## config.mk

```make
export PLATFORM = sky130hd
export DESIGN_NAME = bankers_safety_check_unit
export DESIGN_NICKNAME = d
export VERILOG_FILES = /design/src/bsc_pkg.sv /design/src/bsc_datapath.sv /design/src/bsc_ctrl.sv /design/src/bankers_safety_check_unit.sv
export SDC_FILE = /design/constraint.sdc
export NUM_CORES = 2
export LEC_CHECK = 0
export BUFFER_PORTS_ARGS = -buffer_cell sky130_fd_sc_hd__buf_2
export CAP_MARGIN = 25
export CORE_UTILIZATION = 45
export CTS_CLUSTER_DIAMETER = 150
export DETAILED_ROUTE_END_ITERATION = 10
export SYNTH_ARGS = -nofsm -noshare
export SYNTH_HDL_FRONTEND = slang
export SYNTH_HIERARCHICAL = 1
export SYNTH_MEMORY_MAX_BITS = 65536
export SYNTH_SLANG_ARGS = --single-unit
```

## constraint.sdc

```tcl
create_clock -name clk_i -period 6.6 [get_ports clk_i]
set_clock_uncertainty 0.2 [all_clocks]
set_input_delay 0.99 -clock clk_i [delete_from_list [all_inputs] [get_ports clk_i]]
set_output_delay 0.99 -clock clk_i [all_outputs]
set_load 0.02 [all_outputs]
```

## src/bsc_pkg.sv

```systemverilog
// ----------------------------------------------------------------------------
// bsc_pkg
// shared constants, command codes and controller/datapath interface types
// ----------------------------------------------------------------------------
package bsc_pkg;

  localparam int unsigned MAX_PROCESSES = 16;
  localparam int unsigned MAX_RESOURCES = 8;
  localparam int unsigned AMOUNT_BITS   = 16;

  localparam int unsigned PROC_W   = $clog2(MAX_PROCESSES);
  localparam int unsigned RES_W    = $clog2(MAX_RESOURCES);
  localparam int unsigned CELL_W   = PROC_W + RES_W;
  localparam int unsigned CELLS    = MAX_PROCESSES * MAX_RESOURCES;
  localparam int unsigned CNT_W    = $clog2(MAX_PROCESSES + 1);
  localparam int unsigned RCNT_W   = $clog2(MAX_RESOURCES + 1);
  localparam int unsigned WORK_W   = AMOUNT_BITS + CNT_W;
  localparam int unsigned CMD_W    = 2;
  localparam int unsigned CFG_IDX_W = 1;
  localparam int unsigned CFG_DATA_W = (CNT_W > RCNT_W) ? CNT_W : RCNT_W;

  typedef enum logic [CMD_W-1:0] {
    CMD_WR_ALLOC = 2'd0,
    CMD_WR_MAX   = 2'd1,
    CMD_WR_AVAIL = 2'd2,
    CMD_RUN      = 2'd3
  } cmd_e;

  typedef enum logic [CFG_IDX_W-1:0] {
    CFG_PROCESS_COUNT  = 1'b0,
    CFG_RESOURCE_COUNT = 1'b1
  } cfg_idx_e;

  typedef struct packed {
    logic              load;
    logic              init;
    logic              check_begin;
    logic              rd_en;
    logic              commit;
    logic              seq_sel;
    logic [PROC_W-1:0] proc;
    logic [RES_W-1:0]  res;
  } bsc_cmd_t;

  typedef struct packed {
    logic             finished;
    logic             fit;
    logic [CNT_W-1:0] count;
  } bsc_status_t;

endpackage

```

## src/bsc_datapath.sv

```systemverilog
// ----------------------------------------------------------------------------
// bsc_datapath
// claim tables, available vector, working vector, finish flags and sequence
// ----------------------------------------------------------------------------
module bsc_datapath (
  input  logic                             clk_i,
  input  logic                             rst_ni,
  input  bsc_pkg::bsc_cmd_t                cmd_i,
  output bsc_pkg::bsc_status_t             status_o,
  input  logic [bsc_pkg::CMD_W-1:0]        command_i,
  input  logic [bsc_pkg::PROC_W-1:0]       process_index_i,
  input  logic [bsc_pkg::RES_W-1:0]        resource_index_i,
  input  logic [bsc_pkg::AMOUNT_BITS-1:0]  amount_i,
  output logic [bsc_pkg::PROC_W-1:0]       process_id_o
);
  import bsc_pkg::*;

  logic [AMOUNT_BITS-1:0] alloc_mem [CELLS];
  logic [AMOUNT_BITS-1:0] max_mem   [CELLS];
  logic [AMOUNT_BITS-1:0] avail_q   [MAX_RESOURCES];
  logic [AMOUNT_BITS-1:0] stash_q   [MAX_RESOURCES];
  logic [WORK_W-1:0]      work_q    [MAX_RESOURCES];
  logic [PROC_W-1:0]      seq_q     [MAX_PROCESSES];

  logic [AMOUNT_BITS-1:0]   alloc_rd_q, max_rd_q;
  logic                     rd_valid_q;
  logic [RES_W-1:0]         rd_res_q;
  logic                     fit_q;
  logic [MAX_PROCESSES-1:0] finished_q;
  logic [CNT_W-1:0]         count_q;

  logic [CELL_W-1:0] wr_addr, rd_addr;
  logic [WORK_W:0]   have_sum;
  logic              row_fits;

  assign wr_addr = {process_index_i, resource_index_i};
  assign rd_addr = {cmd_i.proc, cmd_i.res};

  // table and available loads
  always_ff @(posedge clk_i) begin
    if (cmd_i.load && command_i == CMD_WR_ALLOC) begin
      alloc_mem[wr_addr] <= amount_i;
    end
    if (cmd_i.load && command_i == CMD_WR_MAX) begin
      max_mem[wr_addr] <= amount_i;
    end
    if (cmd_i.load && command_i == CMD_WR_AVAIL) begin
      avail_q[resource_index_i] <= amount_i;
    end
  end

  always_ff @(posedge clk_i) begin
    if (cmd_i.rd_en) begin
      alloc_rd_q <= alloc_mem[rd_addr];
      max_rd_q   <= max_mem[rd_addr];
    end
  end

  always_ff @(posedge clk_i or negedge rst_ni) begin
    if (!rst_ni) begin
      rd_valid_q <= 1'b0;
      rd_res_q   <= '0;
    end else begin
      rd_valid_q <= cmd_i.rd_en;
      rd_res_q   <= cmd_i.res;
    end
  end

  // need fits when max <= alloc + work
  assign have_sum = {1'b0, work_q[rd_res_q]} + (WORK_W+1)'(alloc_rd_q);
  assign row_fits = (WORK_W+1)'(max_rd_q) <= have_sum;

  always_ff @(posedge clk_i or negedge rst_ni) begin
    if (!rst_ni) begin
      fit_q <= 1'b0;
    end else if (cmd_i.check_begin) begin
      fit_q <= 1'b1;
    end else if (rd_valid_q && !row_fits) begin
      fit_q <= 1'b0;
    end
  end

  always_ff @(posedge clk_i) begin
    if (rd_valid_q) begin
      stash_q[rd_res_q] <= alloc_rd_q;
    end
  end

  always_ff @(posedge clk_i) begin
    for (int i = 0; i < MAX_RESOURCES; i++) begin
      if (cmd_i.init) begin
        work_q[i] <= WORK_W'(avail_q[i]);
      end else if (cmd_i.commit && fit_q) begin
        work_q[i] <= work_q[i] + WORK_W'(stash_q[i]);
      end
    end
  end

  always_ff @(posedge clk_i or negedge rst_ni) begin
    if (!rst_ni) begin
      finished_q <= '0;
      count_q    <= '0;
      for (int i = 0; i < MAX_PROCESSES; i++) begin
        seq_q[i] <= '0;
      end
    end else if (cmd_i.init) begin
      finished_q <= '0;
      count_q    <= '0;
      for (int i = 0; i < MAX_PROCESSES; i++) begin
        seq_q[i] <= '0;
      end
    end else if (cmd_i.commit && fit_q) begin
      finished_q[cmd_i.proc]          <= 1'b1;
      seq_q[count_q[PROC_W-1:0]]      <= cmd_i.proc;
      count_q                         <= count_q + CNT_W'(1);
    end
  end

  assign status_o.finished = finished_q[cmd_i.proc];
  assign status_o.fit      = fit_q;
  assign status_o.count    = count_q;

  assign process_id_o = cmd_i.seq_sel ? seq_q[cmd_i.proc] : '0;

endmodule

```

## src/bsc_ctrl.sv

```systemverilog
// ----------------------------------------------------------------------------
// bsc_ctrl
// run sequencer: sweeps, per-process row checks, commit and result emission
// ----------------------------------------------------------------------------
module bsc_ctrl (
  input  logic                        clk_i,
  input  logic                        rst_ni,
  input  logic                        start,
  input  logic [bsc_pkg::CMD_W-1:0]   command_i,
  input  logic [bsc_pkg::PROC_W-1:0]  np_m1_i,
  input  logic [bsc_pkg::RES_W-1:0]   nr_m1_i,
  input  bsc_pkg::bsc_status_t        status_i,
  output bsc_pkg::bsc_cmd_t           cmd_o,
  output logic                        busy,
  output logic                        result_valid_o,
  output logic                        safe_o,
  output logic                        last_o
);
  import bsc_pkg::*;

  typedef enum logic [8:0] {
    ST_IDLE   = 9'b0_0000_0001,
    ST_INIT   = 9'b0_0000_0010,
    ST_SELECT = 9'b0_0000_0100,
    ST_READ   = 9'b0_0000_1000,
    ST_DRAIN  = 9'b0_0001_0000,
    ST_COMMIT = 9'b0_0010_0000,
    ST_FINISH = 9'b0_0100_0000,
    ST_EMIT   = 9'b0_1000_0000,
    ST_UNSAFE = 9'b1_0000_0000
  } state_e;

  state_e            state_q, state_d;
  logic [PROC_W-1:0] proc_q, proc_d;
  logic [PROC_W-1:0] sweep_q, sweep_d;
  logic [RES_W-1:0]  res_q, res_d;
  logic              accept;
  logic              last_proc;
  logic [CNT_W-1:0]  np_full;

  assign accept    = start && (state_q == ST_IDLE);
  assign last_proc = (proc_q == np_m1_i);
  assign np_full   = CNT_W'(np_m1_i) + CNT_W'(1);

  always_comb begin
    state_d = state_q;
    proc_d  = proc_q;
    sweep_d = sweep_q;
    res_d   = res_q;
    cmd_o   = '0;
    cmd_o.proc = proc_q;
    cmd_o.res  = res_q;
    result_valid_o = 1'b0;
    safe_o  = 1'b0;
    last_o  = 1'b0;

    case (state_q)
      ST_IDLE: begin
        if (accept) begin
          if (command_i == CMD_RUN) begin
            state_d = ST_INIT;
          end else begin
            cmd_o.load = 1'b1;
          end
        end
      end
      ST_INIT: begin
        cmd_o.init = 1'b1;
        proc_d  = '0;
        sweep_d = '0;
        state_d = ST_SELECT;
      end
      ST_SELECT: begin
        res_d = '0;
        if (!status_i.finished) begin
          cmd_o.check_begin = 1'b1;
          state_d = ST_READ;
        end else if (last_proc) begin
          proc_d = '0;
          if (sweep_q == np_m1_i) begin
            state_d = ST_FINISH;
          end else begin
            sweep_d = sweep_q + PROC_W'(1);
          end
        end else begin
          proc_d = proc_q + PROC_W'(1);
        end
      end
      ST_READ: begin
        cmd_o.rd_en = 1'b1;
        res_d = res_q + RES_W'(1);
        if (res_q == nr_m1_i) begin
          state_d = ST_DRAIN;
        end
      end
      ST_DRAIN: begin
        state_d = ST_COMMIT;
      end
      ST_COMMIT: begin
        cmd_o.commit = 1'b1;
        state_d = ST_SELECT;
        if (last_proc) begin
          proc_d = '0;
          if (sweep_q == np_m1_i) begin
            state_d = ST_FINISH;
          end else begin
            sweep_d = sweep_q + PROC_W'(1);
          end
        end else begin
          proc_d = proc_q + PROC_W'(1);
        end
      end
      ST_FINISH: begin
        proc_d  = '0;
        state_d = (status_i.count == np_full) ? ST_EMIT : ST_UNSAFE;
      end
      ST_EMIT: begin
        cmd_o.seq_sel  = 1'b1;
        result_valid_o = 1'b1;
        safe_o         = 1'b1;
        last_o         = last_proc;
        if (last_proc) begin
          state_d = ST_IDLE;
        end else begin
          proc_d = proc_q + PROC_W'(1);
        end
      end
      ST_UNSAFE: begin
        result_valid_o = 1'b1;
        last_o         = 1'b1;
        state_d        = ST_IDLE;
      end
      default: begin
        state_d = ST_IDLE;
      end
    endcase
  end

  always_ff @(posedge clk_i or negedge rst_ni) begin
    if (!rst_ni) begin
      state_q <= ST_IDLE;
      proc_q  <= '0;
      sweep_q <= '0;
      res_q   <= '0;
    end else begin
      state_q <= state_d;
      proc_q  <= proc_d;
      sweep_q <= sweep_d;
      res_q   <= res_d;
    end
  end

  assign busy = (state_q != ST_IDLE);

endmodule

```

## src/bankers_safety_check_unit.sv

```systemverilog
// ----------------------------------------------------------------------------
// bankers_safety_check_unit
// load commands (allocation, maximum claim, available) are taken while idle and
// can follow back to back; busy stays low for them
// the worst-case run time is set by the per-resource
// table read loop (one row entry per cycle); results then come one per cycle
// results cannot be stalled; reset clears control, finish flags and sequence,
// the tables stay undefined until loaded; config reset: 16 processes, 8 resources
// ----------------------------------------------------------------------------
module bankers_safety_check_unit (
  input  logic                              clk_i,
  input  logic                              rst_ni,
  input  logic                              cfg_we_i,
  input  logic [bsc_pkg::CFG_IDX_W-1:0]     cfg_index_i,
  input  logic [bsc_pkg::CFG_DATA_W-1:0]    cfg_data_i,
  input  logic                              start,
  output logic                              busy,
  input  logic [bsc_pkg::CMD_W-1:0]         command_i,
  input  logic [bsc_pkg::PROC_W-1:0]        process_index_i,
  input  logic [bsc_pkg::RES_W-1:0]         resource_index_i,
  input  logic [bsc_pkg::AMOUNT_BITS-1:0]   amount_i,
  output logic                              result_valid_o,
  output logic [bsc_pkg::PROC_W-1:0]        process_id_o,
  output logic                              safe_o,
  output logic                              last_o
);
  import bsc_pkg::*;

  logic [CNT_W-1:0]  process_count_q;
  logic [RCNT_W-1:0] resource_count_q;
  logic [PROC_W-1:0] np_m1;
  logic [RES_W-1:0]  nr_m1;
  bsc_cmd_t          cmd;
  bsc_status_t       status;

  always_ff @(posedge clk_i or negedge rst_ni) begin
    if (!rst_ni) begin
      process_count_q  <= CNT_W'(MAX_PROCESSES);
      resource_count_q <= RCNT_W'(MAX_RESOURCES);
    end else if (cfg_we_i) begin
      case (cfg_index_i)
        CFG_PROCESS_COUNT:  process_count_q  <= CNT_W'(cfg_data_i);
        CFG_RESOURCE_COUNT: resource_count_q <= RCNT_W'(cfg_data_i);
        default: ;
      endcase
    end
  end

  // counts saturated into their legal ranges
  always_comb begin
    if (process_count_q == '0) begin
      np_m1 = '0;
    end else if (process_count_q > CNT_W'(MAX_PROCESSES)) begin
      np_m1 = PROC_W'(MAX_PROCESSES - 1);
    end else begin
      np_m1 = PROC_W'(process_count_q - CNT_W'(1));
    end
    if (resource_count_q == '0) begin
      nr_m1 = '0;
    end else if (resource_count_q > RCNT_W'(MAX_RESOURCES)) begin
      nr_m1 = RES_W'(MAX_RESOURCES - 1);
    end else begin
      nr_m1 = RES_W'(resource_count_q - RCNT_W'(1));
    end
  end

  bsc_ctrl u_ctrl (
    .clk_i          (clk_i),
    .rst_ni         (rst_ni),
    .start          (start),
    .command_i      (command_i),
    .np_m1_i        (np_m1),
    .nr_m1_i        (nr_m1),
    .status_i       (status),
    .cmd_o          (cmd),
    .busy           (busy),
    .result_valid_o (result_valid_o),
    .safe_o         (safe_o),
    .last_o         (last_o)
  );

  bsc_datapath u_datapath (
    .clk_i            (clk_i),
    .rst_ni           (rst_ni),
    .cmd_i            (cmd),
    .status_o         (status),
    .command_i        (command_i),
    .process_index_i  (process_index_i),
    .resource_index_i (resource_index_i),
    .amount_i         (amount_i),
    .process_id_o     (process_id_o)
  );

`ifndef SYNTHESIS
  a_result_only_when_busy: assert property (
    @(posedge clk_i) disable iff (!rst_ni) result_valid_o |-> busy
  ) else $error("result strobe outside a run");

  a_unsafe_is_last: assert property (
    @(posedge clk_i) disable iff (!rst_ni) (result_valid_o && !safe_o) |-> last_o
  ) else $error("unsafe result without last mark");

  a_last_ends_run: assert property (
    @(posedge clk_i) disable iff (!rst_ni) (result_valid_o && last_o) |=> !busy
  ) else $error("run did not end after last result");

  a_busy_from_run: assert property (
    @(posedge clk_i) disable iff (!rst_ni)
      $rose(busy) |-> $past(start && command_i == CMD_RUN)
  ) else $error("busy rose without an accepted run transaction");
`endif

endmodule

```

Word level (Yosys, flattened, before mapping)

Memories as Yosys holds them, arrays and structs flattened. A register that Yosys moved wholly into a read port is not among the register bits.
Index checks and enable logic that the tools add are counted.

Add/sub/neg operators: 16
Equality and inequality tests: 25
Bitwise logic cells: 12
Mux-type cells: 75
Order comparisons: 8
Reduce and logical (&&, ||, !) cells: 24

Operators by type and width:

| operator             | number |
|---|---|
| $add A21 B16 Y21     | 8 |
| $mux W21             | 8 |
| $mux W64             | 2 |
| $mux W9              | 9 |
| $pmux W9 S8          | 1 |
| $bwmux W64           | 1 |
| $mux W4              | 12 |
| $mux W16             | 2 |
| $mux W1              | 27 |
| $add A21 B16 Y22     | 1 |
| $le A16 B22 Y1       | 1 |
| $bmux W4 S4          | 1 |
| $demux W4 S4         | 1 |
| $or A16 B16 Y16      | 1 |
| $pmux W4 S4          | 1 |
| $pmux W4 S3          | 1 |
| $ge A5 B5 Y1 const B | 2 |
| $mux W5              | 2 |
| $not A4 Y5           | 2 |
| $eq A9 B1 Y1 const B | 1 |
| $eq A9 B2 Y1 const B | 1 |
| $eq A9 B3 Y1 const B | 1 |
| $eq A9 B4 Y1 const B | 1 |
| $eq A9 B5 Y1 const B | 1 |
| 44 further kinds     | 72 |

Flip-flop bits (word level): 119
Memory bits (writable): 4520
Memories kept: 5
Input bits: 35
Output and inout bits: 8

Memory list:

| memory               | words | bits a word | read ports | clocked after memory_dff | wr ports | RTL line           | source |
|---|---|---|---|---|---|---|---|
| u_datapath.alloc_mem | 128   | 16          | 1          | 1                        | 1        | bsc_datapath.sv:18 | `logic [AMOUNT_BITS-1:0] alloc_mem [CELLS];` |
| u_datapath.max_mem   | 128   | 16          | 1          | 1                        | 1        | bsc_datapath.sv:19 | `logic [AMOUNT_BITS-1:0] max_mem [CELLS];` |
| u_datapath.work_q    | 8     | 21          | 9          | 0                        | 8        | bsc_datapath.sv:22 | `logic [WORK_W-1:0] work_q [MAX_RESOURCES];` |
| u_datapath.avail_q   | 8     | 16          | 8          | 0                        | 1        | bsc_datapath.sv:20 | `logic [AMOUNT_BITS-1:0] avail_q [MAX_RESOURCES];` |
| u_datapath.stash_q   | 8     | 16          | 8          | 0                        | 1        | bsc_datapath.sv:21 | `logic [AMOUNT_BITS-1:0] stash_q [MAX_RESOURCES];` |

Logic depth before layout (Yosys ltp)

Depth after elaboration: 8
Depth in mapped cells: 26

Modules after synthesis

Netlist, hierarchy kept.

Modules (own cells, without submodules):

| module                    | seq. area each (sq um) | instances | cells an instance | area each (sq um) |
|---|---|---|---|---|
| bsc_datapath              | 138943.3               | 1         | 8968              | 185349.0 |
| bsc_ctrl                  | 501.7                  | 1         | 163               | 1435.1 |
| bankers_safety_check_unit | 227.7                  | 1         | 51                | 521.8 |

Worst setup path before layout

Ideal clock, no wire load.

Kind: flip-flop to flip-flop
From: reg u_ctrl.state_q[6]
To: mem u_datapath/work_q[0][0] (netlist name), enable pin
Buffers on the path: 3
Stages on the path, launching flop included: 8
Library setup time: 557 ps
Arrival: 5695 ps
Path slack: 148 ps
Path through: dfrtp_1 clkbuf_1 nor3_2 nand4_1 inv_1 clkbuf_1 clkbuf_1 nand2b_1

RTL lines:

| item                   | RTL line           | source |
|---|---|---|
| from (decl)            | bsc_ctrl.sv:33     | `state_e state_q, state_d;` |
| from (signal assigned) | bsc_ctrl.sv:146    | `state_q <= state_d;` |
| to (decl)              | bsc_datapath.sv:22 |  |

Final worst setup path

From: reg u_datapath.rd_res_q[1]
To: reg u_datapath.fit_q

Word-level cells in the longest chain between the ends: 6

RTL lines:

| item                         | RTL line           | source |
|---|---|---|
| from (decl)                  | bsc_datapath.sv:27 | `logic [RES_W-1:0] rd_res_q;` |
| from (signal assigned)       | bsc_datapath.sv:65 | `rd_res_q <= cmd_i.res;` |
| $mem_v2 Z8 W21               | --                 |  |
| $add A21 B16 Y22             | bsc_datapath.sv:70 | `assign have_sum = {1'b0, work_q[rd_res_q]} + (WORK_W+1)'(alloc_rd_q);` |
| $le A16 B22 Y1               | bsc_datapath.sv:71 | `assign row_fits = (WORK_W+1)'(max_rd_q) <= have_sum;` |
| $logic_not A1 Y1             | bsc_datapath.sv:78 | `end else if (rd_valid_q && !row_fits) begin` |
| $logic_and A1 B1 Y1          | bsc_datapath.sv:78 |  |
| $reduce_bool A2 Y1 (no line) | --                 |  |
| to (signal assigned)         | bsc_datapath.sv:75 | `fit_q <= 1'b0;` |
| to (signal assigned)         | bsc_datapath.sv:77 | `fit_q <= 1'b1;` |
| to (signal assigned)         | bsc_datapath.sv:79 | `fit_q <= 1'b0;` |
| to (decl)                    | bsc_datapath.sv:28 | `logic fit_q;` |

Every way passes these cells.
A chain may end at the register's enable or synchronous reset.

==> qor.csv <==
metric,value,unit
syn_area,187300,µm²
area_growth,13.44,%
drtAntennaViolNets,0,
min_delay_worst_endpoint,process_count_q[1]$_DFFE_PN0P_,
grt_max_degree,176,
design_area,212500,µm²
die_area,418800,µm²
grt_util_all_layers,23.22,%
hold_class,input pin to register,
fin_hold_ws,87.13,ps
leakagePower,65.77,nW
io_pins,43,
rows,236,
drt-initial-drc-count,10960,
initial_utilization,45.27,%
avgSynthCellArea,20.40,µm²
antenna_found_initial,26,
io_buffers,42,
dp_hpwl,294.6,mm
clk_path_buf_depth,4,
final_common_cell,edfxtp_1,
clk_pin_slew,60,ps
gp_congestion,0.8728,
start_kind,register,
crit_chain,nand2_1 > o22a_1 > o21ai_0 > ha_1 > inv_1 > fa_1 > nor2b_1 > o31a_1 > o22ai_1 > a21oi_1 > nand2_1 > a21oi_1 > o21a_1 > o31ai_1 > ha_1 > and3_1 > nand3_1 > o31ai_1 > nor4_1 > nor4_1 > a31oi_1,
drive_gt1_share,25.11,%
critPathMaxStageDelay,640,ps
syn_inst,9181,
vias,94300,
die_w,647.2,µm
hold_viol_final,0,
wl_per_cell,31.38,µm
path_max_fanout,24,
grt_pass1_vias,94280,
fp.dieH,647.2,µm
core_area,413700,µm²
timing.fmax,183.7,MHz
crit_type,register to register,
status,finished clean,
min_period,5443,ps
grt_overflow_total,0,
grt_pass1_wl,699.1,mm
period_share,82.48,%
cts_max_level,5,
multi_input_area,45460,µm²
slowest_stage,dfrtp_2,
cp.arrival,6100,ps
report.final.setup_viol,0,
tightest_slew,1436,ps
seq_area,139700,µm²
maxSlewHeadroom,4.253,%
slew_viol_final,0,
num-fill-cells,32200,
cts_inserted_buffers,469,
reg2reg_depth,21,
r2r_slack,1160,ps
rsz0062_at_grt,no,
ys.warnings.count,6,
reg2reg_from,u_datapath/rd_res_q[1]$_DFF_PN0_,
drc,0,
worstSkewPairLatency,1020,ps
nets,9899,
clock_sinks,4671,
drv_cap,0,
cts_root_buf,clkbuf_16,
layout_common_cells,"edfxtp_1 (4552), mux4_2 (1180), clkbuf_16 (475), nand2_1 (380), nor2_1 (378)",
first_pass_iters,7,
vdd_drop_max,276.8,µV
required,7260,ps
fin_setup_tns,0,ps
p_per_area,292.9,nW/µm²
min_path_cells,3,
rr_endpoint,u_datapath/fit_q$_DFFE_PN0P_,
holdCritStartpoint,cfg_data_i[1],
cp-end-kind,register,
wirelength,488.8,mm
cts_tree,built,
power,0.06222,W
post_drt_via_cell_ratio,6.054,
synth_nets,9395,
placed_area,196900,µm²
## per-layer routing
layer | up-vias | GRT usage (%) | routed length (µm)
met5 | - | 0 | 59
met4 | 10 | 7.189 | 16010
met3 | 705 | 3.527 | 37370
met2 | 3930 | 36.93 | 232800
met1 | 50540 | 33.27 | 202600
li1 | 39120 | - | -
## what timing repair did
| item | 4_1_cts | 5_1_grt |
|---|---|---|
| buffers inserted | 0 | 0 |
| endpoints found under the hold margin | 58 | 0 |
| resized for setup | 0 | 0 |
| hold buffers | 4 | 0 |
## layout make-up
type,count,area share (%)
flip-flops and latches,4671,65.75
multi-input cells,3954,21.40
clock buffers,574,5.797
well taps,5474,3.223
repair buffers,513,2.434
clock inverters,300,1.243
inverters,76,0.1354
diodes,16,0.01884
## stage by stage
stage / setup slack (ps) / util, % / cells
floorplan: 147.7 / - / 9181
global placement: 1116 / 47.45 / 14610
detailed placement: 1312 / 47.60 / 14650
CTS: 1276 / 51.22 / 15530
global route: 729.5 / 51.35 / 15570
finish: 1157 / 51.36 / 15580
## worst max-delay path: cells and delay by family, from the launching register on
kind / cells / cell delay [ps]
AOI/OAI and AO/OA: 10 / 1900
and+or+nand+nor: 7 / 1530
adders and majority gates: 3 / 980
DFF: 1 / 640
buffers and inverters: 1 / 70
## report_power, final
part	leakage (nW)	internal, W	switching, W
Clock	7.30	0.0147	0.0113
Sequential	42.6	0.0326	0.000112
Combinational	15.9	0.000891	0.00268
## registers in the layout (all words and copies together) (netlist names)
| signal | count |
|---|---|
| process_count_q | 5 |
| resource_count_q | 4 |
| u_ctrl/proc_q | 4 |
| u_ctrl/res_q | 3 |
| u_ctrl/state_q | 9 |
| u_ctrl/sweep_q | 4 |
| u_datapath/alloc_mem | 2048 |
| u_datapath/alloc_rd_q | 16 |
| u_datapath/avail_q | 128 |
| u_datapath/count_q | 5 |
| u_datapath/finished_q | 16 |
| u_datapath/fit_q | 1 |
| u_datapath/max_mem | 2048 |
| u_datapath/max_rd_q | 16 |
| u_datapath/rd_res_q | 3 |
| u_datapath/rd_valid_q | 1 |
| u_datapath/seq_q | 64 |
| u_datapath/stash_q | 128 |
| u_datapath/work_q | 168 |
## worst max path at each step
stage,start,endpoint,slack [ps],cells after the start
2_1_floorplan,u_ctrl/state_q[6]$_DFFE_PN0P_,u_datapath/work_q[0][0]$_DFFE_PP_,150,7
3_3_place_gp,start,u_datapath/alloc_mem[40][7]$_DFFE_PP_,1120,8
3_5_place_dp,u_datapath/rd_res_q[1]$_DFF_PN0_,u_datapath/fit_q$_DFFE_PN0P_,1310,21
4_1_cts,u_datapath/rd_res_q[1]$_DFF_PN0_,u_datapath/fit_q$_DFFE_PN0P_,1280,21
5_1_grt,u_datapath/rd_res_q[2]$_DFF_PN0_,u_datapath/fit_q$_DFFE_PN0P_,730,21
6_report,u_datapath/rd_res_q[1]$_DFF_PN0_,u_datapath/fit_q$_DFFE_PN0P_,1160,21
(Power assumes the default switching activity.)
